--- src/hdl/dual_stepper_ramp_generator_macros.svh ---
// ---------------------------------------------------------------------------
// dual stepper ramp generator assertion macros
// shared concurrent assertion forms, clocked on i_clk, held off in reset
// ---------------------------------------------------------------------------
`ifndef DUAL_STEPPER_RAMP_GENERATOR_MACROS_SVH
`define DUAL_STEPPER_RAMP_GENERATOR_MACROS_SVH

// consequent holds in the same cycle as the antecedent
`define DSRG_ASSERT_NOW(lbl, ante, cons) \
    lbl: assert property (@(posedge i_clk) disable iff (!i_rst_n) (ante) |-> (cons)) \
        else $error("dsrg assertion failed");

// consequent holds in the cycle after the antecedent
`define DSRG_ASSERT_NXT(lbl, ante, cons) \
    lbl: assert property (@(posedge i_clk) disable iff (!i_rst_n) (ante) |=> (cons)) \
        else $error("dsrg assertion failed");

`endif

--- src/hdl/dsrg_pkg.sv ---
// ---------------------------------------------------------------------------
// dsrg_pkg
// shared types, codes, defaults and the step period table
// ---------------------------------------------------------------------------
`default_nettype none

package dsrg_pkg;

    // default sizes
    localparam int DSRG_ROM_DEPTH = 21;
    localparam int DSRG_GOAL_BITS = 24;
    localparam int DSRG_POS_BITS  = 32;

    // fixed field widths
    localparam int PERIOD_W = 13;
    localparam int SPEED_W  = 5;
    localparam int OUT_W    = 112;

    // operation codes
    localparam logic [1:0] OP_TICK  = 2'd0;
    localparam logic [1:0] OP_MOVE  = 2'd1;
    localparam logic [1:0] OP_STOP  = 2'd2;
    localparam logic [1:0] OP_CLEAR = 2'd3;

    // wheel direction codes
    localparam logic [1:0] SIGN_STILL = 2'd0;
    localparam logic [1:0] SIGN_FWD   = 2'd1;
    localparam logic [1:0] SIGN_BACK  = 2'd2;

    // register indexes and reset values
    localparam logic CFG_RAMP_SPAN  = 1'b0;
    localparam logic CFG_SPEED_CEIL = 1'b1;
    localparam logic [7:0] SPAN_RESET = 8'd10;
    localparam logic [4:0] CEIL_RESET = 5'd12;

    // span phase value while no ramp is running
    localparam logic [8:0] PHASE_IDLE = 9'h1FF;

    typedef struct packed {
        logic [7:0] ramp_span;
        logic [4:0] speed_ceiling;
    } t_cfg;

    typedef struct packed {
        logic [1:0] op;
        logic [1:0] left_way;
        logic [1:0] right_way;
        logic       use_ramp;
        logic [7:0] level_limit;
    } t_cmd;

    typedef struct packed {
        logic                busy_res;
        logic [PERIOD_W-1:0] period_us;
        logic [SPEED_W-1:0]  speed_level;
        logic                left_pulse;
        logic                right_pulse;
        logic                left_reverse;
        logic                right_reverse;
        logic signed [31:0]  left_position;
        logic signed [31:0]  right_position;
        logic [23:0]         steps_done;
        logic                ramping_now;
    } t_result;

    // step period in microseconds per speed index
    function automatic logic [PERIOD_W-1:0] period_of(input logic [SPEED_W-1:0] idx);
        logic [PERIOD_W-1:0] p;
        unique case (idx)
            5'd0:    p = 13'd6068;
            5'd1:    p = 13'd4821;
            5'd2:    p = 13'd3991;
            5'd3:    p = 13'd3405;
            5'd4:    p = 13'd2969;
            5'd5:    p = 13'd2632;
            5'd6:    p = 13'd2363;
            5'd7:    p = 13'd2145;
            5'd8:    p = 13'd1963;
            5'd9:    p = 13'd1810;
            5'd10:   p = 13'd1679;
            5'd11:   p = 13'd1565;
            5'd12:   p = 13'd1466;
            5'd13:   p = 13'd1379;
            5'd14:   p = 13'd1301;
            5'd15:   p = 13'd1232;
            5'd16:   p = 13'd1170;
            5'd17:   p = 13'd1114;
            5'd18:   p = 13'd1063;
            5'd19:   p = 13'd1016;
            default: p = 13'd973;
        endcase
        return p;
    endfunction

endpackage

`default_nettype wire

--- src/hdl/dsrg_cfg.sv ---
// ---------------------------------------------------------------------------
// dsrg_cfg
// ramp span and speed ceiling registers behind a plain write port
// ---------------------------------------------------------------------------
`default_nettype none

module dsrg_cfg (
    input  wire logic          i_clk,
    input  wire logic          i_rst_n,
    input  wire logic          i_cfg_we,
    input  wire logic          i_cfg_idx,
    input  wire logic [7:0]    i_cfg_data,
    output dsrg_pkg::t_cfg     o_cfg
);
    import dsrg_pkg::*;

    logic [7:0] r_span;
    logic [4:0] r_ceil;

    // register writes
    always_ff @(posedge i_clk) begin
        if (!i_rst_n) begin
            r_span <= SPAN_RESET;
            r_ceil <= CEIL_RESET;
        end else if (i_cfg_we) begin
            unique case (i_cfg_idx)
                CFG_RAMP_SPAN:  r_span <= i_cfg_data;
                CFG_SPEED_CEIL: r_ceil <= i_cfg_data[4:0];
                default:        r_span <= r_span;
            endcase
        end
    end

    assign o_cfg.ramp_span     = r_span;
    assign o_cfg.speed_ceiling = r_ceil;

endmodule

`default_nettype wire

--- src/hdl/dsrg_engine.sv ---
// ---------------------------------------------------------------------------
// dsrg_engine
// motion state and the single pass update for one operation
// ---------------------------------------------------------------------------
`default_nettype none

`include "dual_stepper_ramp_generator_macros.svh"

module dsrg_engine #(
    parameter int ROM_DEPTH = dsrg_pkg::DSRG_ROM_DEPTH,
    parameter int GOAL_BITS = dsrg_pkg::DSRG_GOAL_BITS,
    parameter int POS_BITS  = dsrg_pkg::DSRG_POS_BITS
) (
    input  wire logic                 i_clk,
    input  wire logic                 i_rst_n,
    input  wire logic                 i_go,
    input  wire dsrg_pkg::t_cmd       i_cmd,
    input  wire logic [GOAL_BITS-1:0] i_goal,
    input  wire dsrg_pkg::t_cfg       i_cfg,
    output dsrg_pkg::t_result         o_res
);
    import dsrg_pkg::*;

    localparam int SW = ((GOAL_BITS > 13) ? GOAL_BITS : 13) + 1;
    localparam logic [GOAL_BITS-1:0] GOAL_MAX = '1;
    localparam logic [5:0] DEPTH6 = 6'(ROM_DEPTH);
    localparam logic [5:0] TOP6   = 6'(ROM_DEPTH - 1);

    function automatic logic [1:0] way_to_sign(input logic [1:0] w);
        logic [1:0] s;
        unique case (w)
            SIGN_FWD:  s = SIGN_FWD;
            SIGN_BACK: s = SIGN_BACK;
            default:   s = SIGN_STILL;
        endcase
        return s;
    endfunction

    // state
    logic                 r_running, n_running;
    logic                 r_ramp, n_ramp;
    logic [1:0]           r_lsign, n_lsign, r_rsign, n_rsign;
    logic [POS_BITS-1:0]  r_lcount, n_lcount, r_rcount, n_rcount;
    logic [GOAL_BITS-1:0] r_goal, n_goal, r_done, n_done;
    logic [SPEED_W-1:0]   r_speed, n_speed;
    logic [8:0]           r_phase, n_phase;
    logic [4:0]           r_cap, n_cap;
    logic                 r_llevel, n_llevel, r_rlevel, n_rlevel;
    logic                 r_ldir, n_ldir, r_rdir, n_rdir;
    logic                 r_lnext, n_lnext, r_rnext, n_rnext;
    logic [PERIOD_W-1:0]  n_period;

    // helper terms
    logic [5:0]           ceil6;
    logic [4:0]           move_cap;
    logic [12:0]          stop_prod, ramp_thresh;
    logic [SW-1:0]        stop_sum;
    logic [GOAL_BITS-1:0] stop_goal, done_inc;
    logic [8:0]           ph1;
    logic                 hit, first_half, can_up, near_end;
    logic [SPEED_W-1:0]   ramp_speed, tick_speed;
    logic [5:0]           rom_idx;

    // move cap from ceiling and limit
    always_comb begin
        ceil6    = ({1'b0, i_cfg.speed_ceiling} > DEPTH6) ? DEPTH6
                                                          : {1'b0, i_cfg.speed_ceiling};
        move_cap = ((i_cmd.level_limit == 8'd0) || (i_cmd.level_limit >= {2'b00, ceil6}))
                   ? ceil6[4:0] : i_cmd.level_limit[4:0];
    end

    // stop goal, saturating
    always_comb begin
        stop_prod = 13'(r_speed) * 13'(i_cfg.ramp_span);
        stop_sum  = SW'(r_done) + SW'(stop_prod);
        stop_goal = (stop_sum > SW'(GOAL_MAX)) ? GOAL_MAX : stop_sum[GOAL_BITS-1:0];
    end

    // ramp speed update for a tick
    always_comb begin
        ph1         = r_phase + 9'd1;
        hit         = ph1 >= {1'b0, i_cfg.ramp_span};
        first_half  = r_done < (r_goal >> 1);
        can_up      = (r_cap != 5'd0) && (({1'b0, r_speed} + 6'd1) < {1'b0, r_cap});
        ramp_thresh = 13'(i_cfg.ramp_span) * 13'(r_cap);
        near_end    = (r_done > r_goal) || (SW'(r_goal - r_done) < SW'(ramp_thresh));
        if (!hit) begin
            ramp_speed = r_speed;
        end else if (first_half) begin
            ramp_speed = can_up ? r_speed + 5'd1 : r_speed;
        end else begin
            ramp_speed = (near_end && (r_speed != 5'd0)) ? r_speed - 5'd1 : r_speed;
        end
        tick_speed = r_ramp ? ramp_speed : 5'd0;
        rom_idx    = ({1'b0, tick_speed} >= DEPTH6) ? TOP6 : {1'b0, tick_speed};
        done_inc   = (r_done != GOAL_MAX) ? r_done + 1'b1 : r_done;
    end

    // next state
    always_comb begin
        n_running = r_running;
        n_ramp    = r_ramp;
        n_lsign   = r_lsign;
        n_rsign   = r_rsign;
        n_lcount  = r_lcount;
        n_rcount  = r_rcount;
        n_goal    = r_goal;
        n_done    = r_done;
        n_speed   = r_speed;
        n_phase   = r_phase;
        n_cap     = r_cap;
        n_llevel  = r_llevel;
        n_rlevel  = r_rlevel;
        n_ldir    = r_ldir;
        n_rdir    = r_rdir;
        n_lnext   = r_lnext;
        n_rnext   = r_rnext;
        n_period  = '0;
        if (i_go) begin
            unique case (i_cmd.op)
                OP_MOVE: begin
                    if (!r_running) begin
                        n_lsign   = way_to_sign(i_cmd.left_way);
                        n_rsign   = way_to_sign(i_cmd.right_way);
                        n_cap     = move_cap;
                        n_goal    = i_goal;
                        n_ramp    = i_cmd.use_ramp;
                        n_phase   = PHASE_IDLE;
                        n_done    = '0;
                        n_speed   = '0;
                        n_running = 1'b1;
                    end
                end
                OP_STOP: begin
                    if (r_ramp) begin
                        n_goal  = stop_goal;
                        n_phase = {1'b0, i_cfg.ramp_span} + 9'd1;
                    end else begin
                        n_speed   = '0;
                        n_running = 1'b0;
                    end
                end
                OP_CLEAR: begin
                    n_lcount = '0;
                    n_rcount = '0;
                end
                default: begin
                    if (r_running) begin
                        n_speed = tick_speed;
                        if (r_ramp) begin
                            n_phase = hit ? 9'd0 : ph1;
                        end
                        n_period = period_of(rom_idx[SPEED_W-1:0]);
                        // left wheel step
                        if (r_lsign != SIGN_STILL) begin
                            n_lcount = (r_lsign == SIGN_FWD) ? r_lcount + 1'b1 : r_lcount - 1'b1;
                            n_ldir   = (r_lsign == SIGN_BACK);
                            n_llevel = r_lnext;
                            n_lnext  = ~r_lnext;
                        end
                        // right wheel step
                        if (r_rsign != SIGN_STILL) begin
                            n_rcount = (r_rsign == SIGN_FWD) ? r_rcount + 1'b1 : r_rcount - 1'b1;
                            n_rdir   = (r_rsign == SIGN_BACK);
                            n_rlevel = r_rnext;
                            n_rnext  = ~r_rnext;
                        end
                        n_done = done_inc;
                        if (done_inc >= r_goal) begin
                            n_running = 1'b0;
                            n_phase   = PHASE_IDLE;
                        end
                    end
                end
            endcase
        end
    end

    // state registers
    always_ff @(posedge i_clk) begin
        if (!i_rst_n) begin
            r_running <= 1'b0;
            r_ramp    <= 1'b0;
            r_lsign   <= SIGN_STILL;
            r_rsign   <= SIGN_STILL;
            r_lcount  <= '0;
            r_rcount  <= '0;
            r_goal    <= '0;
            r_done    <= '0;
            r_speed   <= '0;
            r_phase   <= PHASE_IDLE;
            r_cap     <= '0;
            r_llevel  <= 1'b0;
            r_rlevel  <= 1'b0;
            r_ldir    <= 1'b0;
            r_rdir    <= 1'b0;
            r_lnext   <= 1'b0;
            r_rnext   <= 1'b0;
        end else begin
            r_running <= n_running;
            r_ramp    <= n_ramp;
            r_lsign   <= n_lsign;
            r_rsign   <= n_rsign;
            r_lcount  <= n_lcount;
            r_rcount  <= n_rcount;
            r_goal    <= n_goal;
            r_done    <= n_done;
            r_speed   <= n_speed;
            r_phase   <= n_phase;
            r_cap     <= n_cap;
            r_llevel  <= n_llevel;
            r_rlevel  <= n_rlevel;
            r_ldir    <= n_ldir;
            r_rdir    <= n_rdir;
            r_lnext   <= n_lnext;
            r_rnext   <= n_rnext;
        end
    end

    // result word from the updated state
    always_comb begin
        o_res.busy_res       = n_running;
        o_res.period_us      = n_period;
        o_res.speed_level    = n_speed;
        o_res.left_pulse     = n_llevel;
        o_res.right_pulse    = n_rlevel;
        o_res.left_reverse   = n_ldir;
        o_res.right_reverse  = n_rdir;
        o_res.left_position  = 32'(signed'(n_lcount));
        o_res.right_position = 32'(signed'(n_rcount));
        o_res.steps_done     = 24'(n_done);
        o_res.ramping_now    = n_running && n_ramp;
    end

    // checks
    `DSRG_ASSERT_NXT(a_idle_tick_keeps_done, i_go && (i_cmd.op == OP_TICK) && !r_running, $stable(r_done))
    `DSRG_ASSERT_NOW(a_speed_below_cap, 1'b1, (r_speed == 5'd0) || (r_speed < r_cap))
    `DSRG_ASSERT_NOW(a_period_only_on_tick, i_go && (i_cmd.op != OP_TICK), o_res.period_us == '0)

endmodule

`default_nettype wire

--- src/hdl/dual_stepper_ramp_generator.sv ---
// an accepted word is held in the input register, and its result is then registered in the result register
// throughput: one item per cycle while the output is not stalled, set by the single registered update pass
// a stalled output holds one result while one more item waits in the input register
// reset: synchronous active-low i_rst_n idles motion, clears counters and step pins,
//   and loads ramp span 10 and speed ceiling 12
// ---------------------------------------------------------------------------
// dual_stepper_ramp_generator
// two-wheel trapezoidal step ramp generator on a stream interface
// ---------------------------------------------------------------------------
`default_nettype none

`include "dual_stepper_ramp_generator_macros.svh"

module dual_stepper_ramp_generator #(
    parameter int ROM_DEPTH = dsrg_pkg::DSRG_ROM_DEPTH,
    parameter int GOAL_BITS = dsrg_pkg::DSRG_GOAL_BITS,
    parameter int POS_BITS  = dsrg_pkg::DSRG_POS_BITS,
    localparam int IN_W     = ((15 + GOAL_BITS + 7) / 8) * 8
) (
    input  wire logic                       i_clk,
    input  wire logic                       i_rst_n,
    // configuration write port
    input  wire logic                       i_cfg_we,
    input  wire logic                       i_cfg_idx,
    input  wire logic [7:0]                 i_cfg_data,
    // input stream
    input  wire logic                       s_axis_tvalid,
    output logic                            s_axis_tready,
    // op, left_way, right_way, step_goal, use_ramp, level_limit
    input  wire logic [IN_W-1:0]            s_axis_tdata,
    // output stream
    output logic                            m_axis_tvalid,
    input  wire logic                       m_axis_tready,
    // busy_res, period_us, speed_level, left_pulse, right_pulse, left_reverse,
    // right_reverse, left_position, right_position, steps_done, ramping_now
    output logic [dsrg_pkg::OUT_W-1:0]      m_axis_tdata
);
    import dsrg_pkg::*;

    t_cfg                 cfg;
    t_cmd                 r_cmd;
    logic [GOAL_BITS-1:0] r_goal;
    logic                 r_in_vld;
    t_result              r_out, res;
    logic                 r_out_vld;
    logic                 go;

    // configuration registers
    dsrg_cfg u_cfg (
        .i_clk      (i_clk),
        .i_rst_n    (i_rst_n),
        .i_cfg_we   (i_cfg_we),
        .i_cfg_idx  (i_cfg_idx),
        .i_cfg_data (i_cfg_data),
        .o_cfg      (cfg)
    );

    // handshake: process when the output register is free or being drained
    assign go            = r_in_vld && (!r_out_vld || m_axis_tready);
    assign s_axis_tready = !r_in_vld || go;

    // input register
    always_ff @(posedge i_clk) begin
        if (!i_rst_n) begin
            r_in_vld <= 1'b0;
        end else if (s_axis_tready) begin
            r_in_vld <= s_axis_tvalid;
        end
    end

    always_ff @(posedge i_clk) begin
        if (s_axis_tvalid && s_axis_tready) begin
            r_cmd.op          <= s_axis_tdata[1:0];
            r_cmd.left_way    <= s_axis_tdata[3:2];
            r_cmd.right_way   <= s_axis_tdata[5:4];
            r_goal            <= s_axis_tdata[6 +: GOAL_BITS];
            r_cmd.use_ramp    <= s_axis_tdata[6 + GOAL_BITS];
            r_cmd.level_limit <= s_axis_tdata[7 + GOAL_BITS +: 8];
        end
    end

    // motion engine
    dsrg_engine #(
        .ROM_DEPTH (ROM_DEPTH),
        .GOAL_BITS (GOAL_BITS),
        .POS_BITS  (POS_BITS)
    ) u_engine (
        .i_clk   (i_clk),
        .i_rst_n (i_rst_n),
        .i_go    (go),
        .i_cmd   (r_cmd),
        .i_goal  (r_goal),
        .i_cfg   (cfg),
        .o_res   (res)
    );

    // result register
    always_ff @(posedge i_clk) begin
        if (!i_rst_n) begin
            r_out_vld <= 1'b0;
        end else if (go) begin
            r_out_vld <= 1'b1;
        end else if (m_axis_tready) begin
            r_out_vld <= 1'b0;
        end
    end

    always_ff @(posedge i_clk) begin
        if (go) begin
            r_out <= res;
        end
    end

    // output packing, first field in the low bits
    assign m_axis_tvalid = r_out_vld;
    assign m_axis_tdata  = {r_out.ramping_now, r_out.steps_done, r_out.right_position,
                            r_out.left_position, r_out.right_reverse, r_out.left_reverse,
                            r_out.right_pulse, r_out.left_pulse, r_out.speed_level,
                            r_out.period_us, r_out.busy_res};

    // checks
    `DSRG_ASSERT_NXT(a_go_fills_output, go, m_axis_tvalid)
    `DSRG_ASSERT_NXT(a_stall_keeps_result, m_axis_tvalid && !m_axis_tready, m_axis_tvalid)
    `DSRG_ASSERT_NOW(a_ramp_implies_busy, r_out_vld && r_out.ramping_now, r_out.busy_res)

endmodule

`default_nettype wire
--- config.mk ---
export PLATFORM = sky130hd
export DESIGN_NAME = dual_stepper_ramp_generator
export DESIGN_NICKNAME = d
export VERILOG_FILES = /design/src/hdl/dsrg_pkg.sv /design/src/hdl/dsrg_cfg.sv /design/src/hdl/dsrg_engine.sv /design/src/hdl/dual_stepper_ramp_generator.sv
export VERILOG_INCLUDE_DIRS = /design/src /design/src/hdl
export SDC_FILE = /design/constraint.sdc
export NUM_CORES = 1
export LEC_CHECK = 0
export ABC_AREA = 1
export BUFFER_PORTS_ARGS = -buffer_cell sky130_fd_sc_hd__buf_4
export CORE_UTILIZATION = 55
export CTS_BUF_LIST = sky130_fd_sc_hd__clkbuf_4 sky130_fd_sc_hd__clkbuf_8
export CTS_CLUSTER_DIAMETER = 30
export DETAILED_ROUTE_END_ITERATION = 8
export GPL_TIMING_DRIVEN = 0
export PLACE_DENSITY = 0.85
export SYNTH_ARGS = -nofsm -noshare
export SYNTH_HDL_FRONTEND = slang
export SYNTH_SLANG_ARGS = --single-unit
--- constraint.sdc ---
create_clock -name i_clk -period 6.9 [get_ports i_clk]
set_clock_uncertainty 0.05 [all_clocks]
set_input_delay 0.345 -clock i_clk [delete_from_list [all_inputs] [get_ports i_clk]]
set_output_delay 0.345 -clock i_clk [all_outputs]
set_load 0.005 [all_outputs]
## Word-level counts from Yosys, hierarchy flattened

Memories as Yosys holds them, arrays and structs flattened. A register that Yosys moved wholly into a read port is not among the register bits.
Cells that the tools add are included.

| storage, ports and cells | value |
|---|---|
| register bits | 296 |
| bits in read-only memories | 416 |
| output and inout bits | 114 |
| word-level logic and storage cells | 180 |
| memories kept | 1 |

| operators by class | value |
|---|---|
| add/sub/neg operators | 12 |
| $mul | 2 |
| magnitude comparators | 10 |
| equal/unequal tests | 14 |
| mux-type cells | 67 |
| bitwise logic cells | 6 |
| reductions and logical operators | 31 |

Memory list:

| name | words | width | rd ports | clocked after memory_dff | wr ports | line | RTL |
|---|---|---|---|---|---|---|---|
| (no name shown) | 32 | 13 | 1 | 1 | 0 | dsrg_pkg.sv:69 | `unique case (idx)` |

Operator list:

| cell | number |
|---|---|
| 2-to-1 mux 32 bit | 8 |
| 2-to-1 mux 24 bit | 7 |
| one-hot mux 32 bit (2 select lines) | 2 |
| one-hot mux 24 bit (2 select lines) | 2 |
| adder 32 x 1 -> 32 bit, second input constant | 2 |
| subtractor 32 x 1 -> 32 bit, second input constant | 2 |
| 2-to-1 mux 5 bit | 12 |
| 2-to-1 mux 9 bit | 6 |
| one-hot mux 9 bit (3 select lines) | 1 |
| adder 24 x 13 -> 25 bit | 1 |
| greater-than comparator 25 x 24 -> 1 bit, second input constant | 1 |
| less-than comparator 25 x 13 -> 1 bit | 1 |
| 2-to-1 mux 1 bit | 25 |
| subtractor 24 x 24 -> 25 bit | 1 |
| adder 24 x 1 -> 24 bit, second input constant | 1 |
| greater-or-equal comparator 24 bit | 1 |
| greater-than comparator 24 bit | 1 |
| less-than comparator 24 x 23 -> 1 bit | 1 |
| != test 24 bit, second input constant | 1 |
| one-hot mux 5 bit (3 select lines) | 1 |
| multiplier 5 x 8 -> 13 bit | 1 |
| multiplier 8 x 5 -> 13 bit | 1 |
| equality test 2 bit, second input constant | 6 |
| AND reduction 4 bit | 3 |
| 29 further kinds | 54 |

## Longest topological paths before layout

| depth | value |
|---|---|
| depth after elaboration | 11 |
| mapped depth | 49 |
| mapped depth without buffers | 48 |

## By module

Synthesis repeated with hierarchy kept, for this count alone.

| unflattened totals | value |
|---|---|
| cell total of the unflattened synthesis | 3009 |
| area, all modules | 23012.1 sq um |

Modules (own cells, without submodules):

| module | times used | cells an instance | area an instance (sq um) | sequential area each (sq um) |
|---|---|---|---|---|
| dsrg_engine | 1 | 2773 | 17855.9 | 2862.7 |
| dual_stepper_ramp_generator | 1 | 164 | 4629.4 | 4574.4 |
| dsrg_cfg | 1 | 72 | 526.8 | 260.2 |

## Least setup slack after synthesis

Ideal clock, no wire load.

| path | value |
|---|---|
| path type | register to register |
| start | register u_cfg.r_span[0] |
| end | register r_out, in the netlist m_axis_tdata[1] (data pin) |
| library setup time | 252 ps |
| arrival time | 6426 ps |
| required time | 6598 ps |
| path slack | 172 ps |
| stages on the path, launching flop included | 45 |
| path buffers | 1 |
| period minus slack after synthesis | 6728 ps |
| cells stage by stage | dfxtp_1 clkbuf_1 nand2_1 fa_1 fa_1 fa_1 inv_1 ha_1 a21oi_1 o21bai_1 a21oi_1 o21bai_1 a21oi_1 o21ai_0 a21o_1 a21oi_1 xor2_1 ha_1 [9 not listed] nand2_2 nand2_2 nand3_1 nand3_2 nand2_1 nand2_1 nand2_1 nand2_1 inv_1 nor2_1 inv_1 ha_1 nand2_1 o21ai_0 nand2_1 nand2_1 nand2_1 nand2_1 |

| between the ends | value |
|---|---|
| word-level cells in the longest chain between the ends | 10 |
| elaborated cells on any way between the ends | 11 |

Ends and longest elaborated chain:

| what | line | RTL |
|---|---|---|
| from (decl) | dsrg_cfg.sv:17 | `logic [7:0] r_span;` |
| from (signal assigned) | dsrg_cfg.sv:27 | `CFG_RAMP_SPAN: r_span <= i_cfg_data;` |
| from (signal assigned) | dsrg_cfg.sv:29 | `default: r_span <= r_span;` |
| multiplier 8 x 5 -> 13 bit | dsrg_engine.sv:85 | `ramp_thresh = 13'(i_cfg.ramp_span) * 13'(r_cap);` |
| less-than comparator 25 x 13 -> 1 bit | dsrg_engine.sv:86 | `near_end = (r_done > r_goal) \|\| (SW'(r_goal - r_done) < SW'(ramp_thresh));` |
| logical OR 1 bit | dsrg_engine.sv:86 |  |
| logical AND 1 bit | dsrg_engine.sv:92 | `ramp_speed = (near_end && (r_speed != 5'd0)) ? r_speed - 5'd1 : r_speed;` |
| 2-to-1 mux 5 bit | dsrg_engine.sv:92 |  |
| 2-to-1 mux 5 bit | dsrg_engine.sv:89 | `end else if (first_half) begin` |
| 2-to-1 mux 5 bit (*) | dsrg_engine.sv:87 | `if (!hit) begin` |
| 2-to-1 mux 5 bit (*) | dsrg_engine.sv:94 | `tick_speed = r_ramp ? ramp_speed : 5'd0;` |
| greater-or-equal comparator 5 bit | dsrg_engine.sv:95 | `rom_idx = ({1'b0, tick_speed} >= DEPTH6) ? TOP6 : {1'b0, tick_speed};` |
| 2-to-1 mux 5 bit (*) | dsrg_engine.sv:95 |  |
| to (signal assigned) | dual_stepper_ramp_generator.sv:110 | `r_out <= res;` |
| to (decl) | dual_stepper_ramp_generator.sv:44 | `t_result r_out, res;` |

Mark *: on every way between the ends. The rest lies on a longest branch, timed or not.
A chain may end at the register's enable or synchronous reset.

## Worst setup path after layout

| path | value |
|---|---|
| start | register u_engine.r_cap[2] |
| end | register r_out, in the netlist m_axis_tdata[4] (data pin) |

| between the ends | value |
|---|---|
| word-level cells in the longest chain between the ends | 10 |
| elaborated cells on any way between the ends | 14 |

Ends and longest elaborated chain:

| what | line | RTL |
|---|---|---|
| from (decl) | dsrg_engine.sv:47 | `logic [4:0] r_cap, n_cap;` |
| from (signal assigned) | dsrg_engine.sv:210 | `r_cap <= n_cap;` |
| multiplier 8 x 5 -> 13 bit | dsrg_engine.sv:85 |  |
| less-than comparator 25 x 13 -> 1 bit | dsrg_engine.sv:86 |  |
| logical OR 1 bit | dsrg_engine.sv:86 |  |
| logical AND 1 bit | dsrg_engine.sv:92 |  |
| 2-to-1 mux 5 bit | dsrg_engine.sv:92 |  |
| 2-to-1 mux 5 bit (*) | dsrg_engine.sv:89 |  |
| 2-to-1 mux 5 bit (*) | dsrg_engine.sv:87 |  |
| 2-to-1 mux 5 bit (*) | dsrg_engine.sv:94 |  |
| greater-or-equal comparator 5 bit | dsrg_engine.sv:95 |  |
| 2-to-1 mux 5 bit (*) | dsrg_engine.sv:95 |  |

Marks and branches as above.

==> results.md <==
Logic synthesis:
- The portion of synthesized area spent on multiplexers is 0%.
- After synthesis, the largest area contributor takes up 19.9% of total cell area.
- After synthesis, the largest family of logic cells by area is simple AND/OR/NAND/NOR gates.
- The synthesized area is 22,800 um^2.
- The number of enable-type register cells in the synthesized netlist is 151.
- When the netlist entered floorplanning its net count stood at 3,279.
- Counting distinct cell types in the post-synthesis netlist gives 63.
- The xor/xnor cell area share of the yosys netlist is 3.00%.
- The area fraction in compound gates after synthesis is 17.8%.
- The Yosys warning count is 0.
- The most used flip-flop cell after synthesis is sky130_fd_sc_hd__dfxtp_1.
- Of all flip-flops after synthesis, the portion carrying an async set or reset was 0%.
- After synthesis, the cell types taking the most area are sky130_fd_sc_hd__edfxtp_1 (20%), sky130_fd_sc_hd__dfxtp_1 (14%), sky130_fd_sc_hd__ha_1 (12%), sky130_fd_sc_hd__nand2_1 (11%), sky130_fd_sc_hd__a21oi_1 (7.1%).
- The post-synthesis simple-gate area fraction is 20.3%.
- Dividing the synthesized area by the synthesized cell count gives 7.70 um^2.
- The largest total area in the synthesized netlist belongs to sky130_fd_sc_hd__edfxtp_1.
- For this run, the register share of the synthesized area comes to 33.8%.
- Summing the areas of all fa, ha and maj instances in the mapped netlist gives 16.4% of the synthesized area.
- The synthesized instance count is 2,957.
- The flop and latch count out of synthesis is 309.

STA:
- The maximum clock frequency is 0.152 GHz.
- Measured against its own limit, the worst slew margin works out to 7.88%.
- The total count of max-transition violations in the final report was 0.
- For the pin with the worst max-slew slack, the measured transition is 1.37 ns.
- After layout, the worst path uses 95.4% of the clock period.
- The total of endpoints with negative setup slack in the final report is 0.
- Final hold analysis gives a worst-case slack of 0.0570 ns.
- Counting I/O delays and the setup requirement, the final critical path takes 6.58 ns.
- The count of endpoints failing hold in the final timing report is 0.

Worst setup path:
- The sort of element at the start of the critical path is a register.
- The delay of the slowest cell on the worst path is 0.50 ns.
- Along the worst path, the maximum fanout reaches 10.
- The critical path arrival is 7.01 ns.
- The critical path in this run is classified as reg -> reg.
- Data on the critical path is required at its endpoint by 7.33 ns.
- STA classifies the critical path endpoint as a register.
- The largest individual stage delay along the critical path comes from the cell sky130_fd_sc_hd__fa_1.
- The library cell appearing most often on the critical path is sky130_fd_sc_hd__nand2_1.

GRT:
- The first global-routing pass estimated 108 mm of wire.
- The pin count of the biggest net entering global routing is 63.
- The initial antenna violation count is 0.
- Global routing finished with a remaining overflow of 0.
- The global routing usage summed across all routing layers is 32.7%.
- The via count of the first global-routing pass was 21.2k.

Run status:
- The final reports fail on design-rule violations.
- The flow ran to the end, but the final reports show violations.

Place:
- After detailed placement, the design holds a cell count of 3,656.
- During placement, the flow inserted port buffers numbering 165.
- In this run the cell area measured after placement is 24,700 um^2.
- The final estimated routing congestion in global placement is 1.02.
- The estimated wirelength of the detail-placed design is 50.3 mm.

Min path:
- The kind of path behind the tightest hold check is in -> reg.

Clocking:
- The number of sinks handled by clock tree synthesis is 309.
- The longest clock path from root to sink contains 3 buffers.
- The CTS tree is yes.
- The clock tree synthesis step divided the H-tree into 3 levels.
- The tree is rooted in a sky130_fd_sc_hd__clkbuf_8.
- Clock-pin slew was measured on the worst setup and hold paths at 0.05 ns.
- Clock latency on the worst-skew pair, taken at its later pin, is 0.71 ns.
- The clock buffer count from CTS is 74.

Die:
- The starting density of the core is 55.7%.
- The die is 205 um wide.
- Pin placement for this block handled 168 I/O pins.
- The floorplan step set the die height to 205 um.
- The floorplan core area is 40,800 um^2.
- The die covers 42,200 um^2.
- The number of rows created at floorplan is 74.

Routing:
- In the routed design, unresolved DRC markers number 11.
- The first TritonRoute pass finished after 9 iterations.
- After the first detailed-routing iteration, the DRC count stood at 2,080.
- Across all layers, the routed design uses 22.2k vias.
- The mean number of vias per cell is 5.74.
- The average wire length per cell after detail routing is 17.9 um.
- Once detail routing completed, the nets flagged for antenna violations numbered 0.
- The final wirelength is 69.5 mm.

Power:
- The total power divided by cell area is 222 nW/um^2.
- Summed over all cells, the static leakage comes to 13.7 nW.
- Overall power consumption after layout is estimated at 0.00616 W.
- The maximum ir drop on the vdd rail is 0.201 mV.

Finish:
- The finished layout cell area is 27,700 um^2.
- The layout net count is 3,602.
- The proportion of layout cells with a drive suffix above 1 is 14.4%.
- Once layout is complete, the utilization of the core stands at 67.9%.
- The number of antenna repair diodes is 0.
- The post-layout instance count excluding filler cells is 3,874.
- The area growth from synthesis to final layout is 21.8%.

Run:
- The tool flagged a number of max-cap violations equal to 0.
-- synth_stat cells, drive strengths merged (10+ instances only) --
cell type,n
or2,19
a21o,10
nor3,31
inv,421
edfxtp,151
a21oi,326
nand2,687
o21bai,20
nand3,112
o211ai,23
and2,34
o21ai,187
clkbuf,83
ha,218
a22oi,30
dfxtp,158
xor2,69
o221ai,19
a31oi,42
fa,50
nor2,149
nand4,30
-- cells by family (layout without fill, tap and decap cells) --
| group | count (synthesis) | in the layout |
|---|---|---|
| and+or+nand+nor | 1078 | 1078 |
| adders and majority gates | 268 | 268 |
| AOI/OAI and AO/OA | 705 | 705 |
| DFF | 309 | 309 |
| buffers and inverters | 519 | 904 |
| xor gates and xnor gates | 78 | 78 |
-- registers in the layout, indices dropped and copies added (netlist names), 9 cells and up --
name               flops
u_engine.r_rcount     32
r_goal                24
u_engine.r_lcount     32
u_engine.r_done       24
m_axis_tdata         112
u_engine.r_phase       9
u_engine.r_goal       24
r_cmd                 15
-- final timing paths --
path / slack (ns) / cells after the start / to / from
max: 0.32 / 42 / m_axis_tdata[4]$_SDFFCE_PP0P_ / u_engine.r_cap[2]$_SDFFE_PN0P_
min: 0.06 / 5 / u_cfg.r_span[3]$_SDFFE_PN1P_ / i_cfg_we
max reg2reg: 0.32 / 42 / m_axis_tdata[4]$_SDFFCE_PP0P_ / u_engine.r_cap[2]$_SDFFE_PN0P_
min reg2reg: 0.40 / 1 / u_engine.r_rnext$_SDFFE_PN0P_ / u_engine.r_rnext$_SDFFE_PN0P_
-- power breakdown --
group	switching (W)	internal (W)	leakage [nW]
registers	0.0000593	0.00200	2.75
logic	0.000799	0.000462	9.94
clock network	0.00102	0.00182	0.996
total	0.00188	0.00428	13.7
-- timing repair --
| item | 4_1_cts | 5_1_grt |
|---|---|---|
| gates resized for setup | 44 | 55 |
| pin swaps | 20 | 39 |
| buffers inserted | 18 | 19 |
| endpoints found under the setup margin | 17 | 17 |
| hold endpoints to repair | 54 | 0 |
| hold buffers | 50 | 0 |
-- stage by stage --
stage	TNS (ns)	setup WS, ns
after detailed placement	-8.57	-0.944
final	0	0.317
after global routing	-0.124	-0.0344
after CTS	0	0.0130
after global placement	-7.84	-0.862
after floorplan	0	0.172
-- placed cells by master (no fill, tap or decap), types with 69 or more instances in the layout --
| cell | n |
|---|---|
| sky130_fd_sc_hd__o21ai_0 | 170 |
| sky130_fd_sc_hd__dfxtp_1 | 149 |
| sky130_fd_sc_hd__clkbuf_1 | 71 |
| sky130_fd_sc_hd__clkbuf_8 | 78 |
| sky130_fd_sc_hd__nor2_1 | 139 |
| sky130_fd_sc_hd__inv_1 | 401 |
| sky130_fd_sc_hd__nand2_1 | 663 |
| sky130_fd_sc_hd__a21oi_1 | 317 |
| sky130_fd_sc_hd__ha_1 | 210 |
| sky130_fd_sc_hd__xor2_1 | 69 |
| sky130_fd_sc_hd__edfxtp_1 | 151 |
| sky130_fd_sc_hd__nand3_1 | 104 |
| sky130_fd_sc_hd__buf_4 | 200 |
-- layout make-up --
| cell class | instances | area (um^2) |
|---|---|---|
| fill | 3164 | 13100 |
| timing repair buffer | 254 | 2090 |
| clock buffer | 85 | 1130 |
| inverter | 427 | 1610 |
| buffer | 85 | 375 |
| sequential | 309 | 7720 |
| tap | 532 | 666 |
| multi-input combinational | 2129 | 13300 |
| clock inverter | 53 | 822 |
-- layer usage --
metal  vias up  wire [um]  GRT usage (%)
met4         0       3950           19.4
li1      10645          -              -
met5         -          0              0
met3       229       5940           6.54
met2      1096      32100           53.1
met1     10250      27500           40.3
-- critical path: cells and delay by family, from the launching register on --
family / cells / cell delay [ns]
AO/OA/AOI/OAI: 10 / 1.36
AND/OR/NAND/NOR: 20 / 1.85
adder cells (fa/ha/maj): 6 / 2.10
flip-flops: 1 / 0.43
buffers and inverters: 5 / 0.42
XOR/XNOR: 1 / 0.18
No activity file was read; power rests on OpenSTA's default activity.
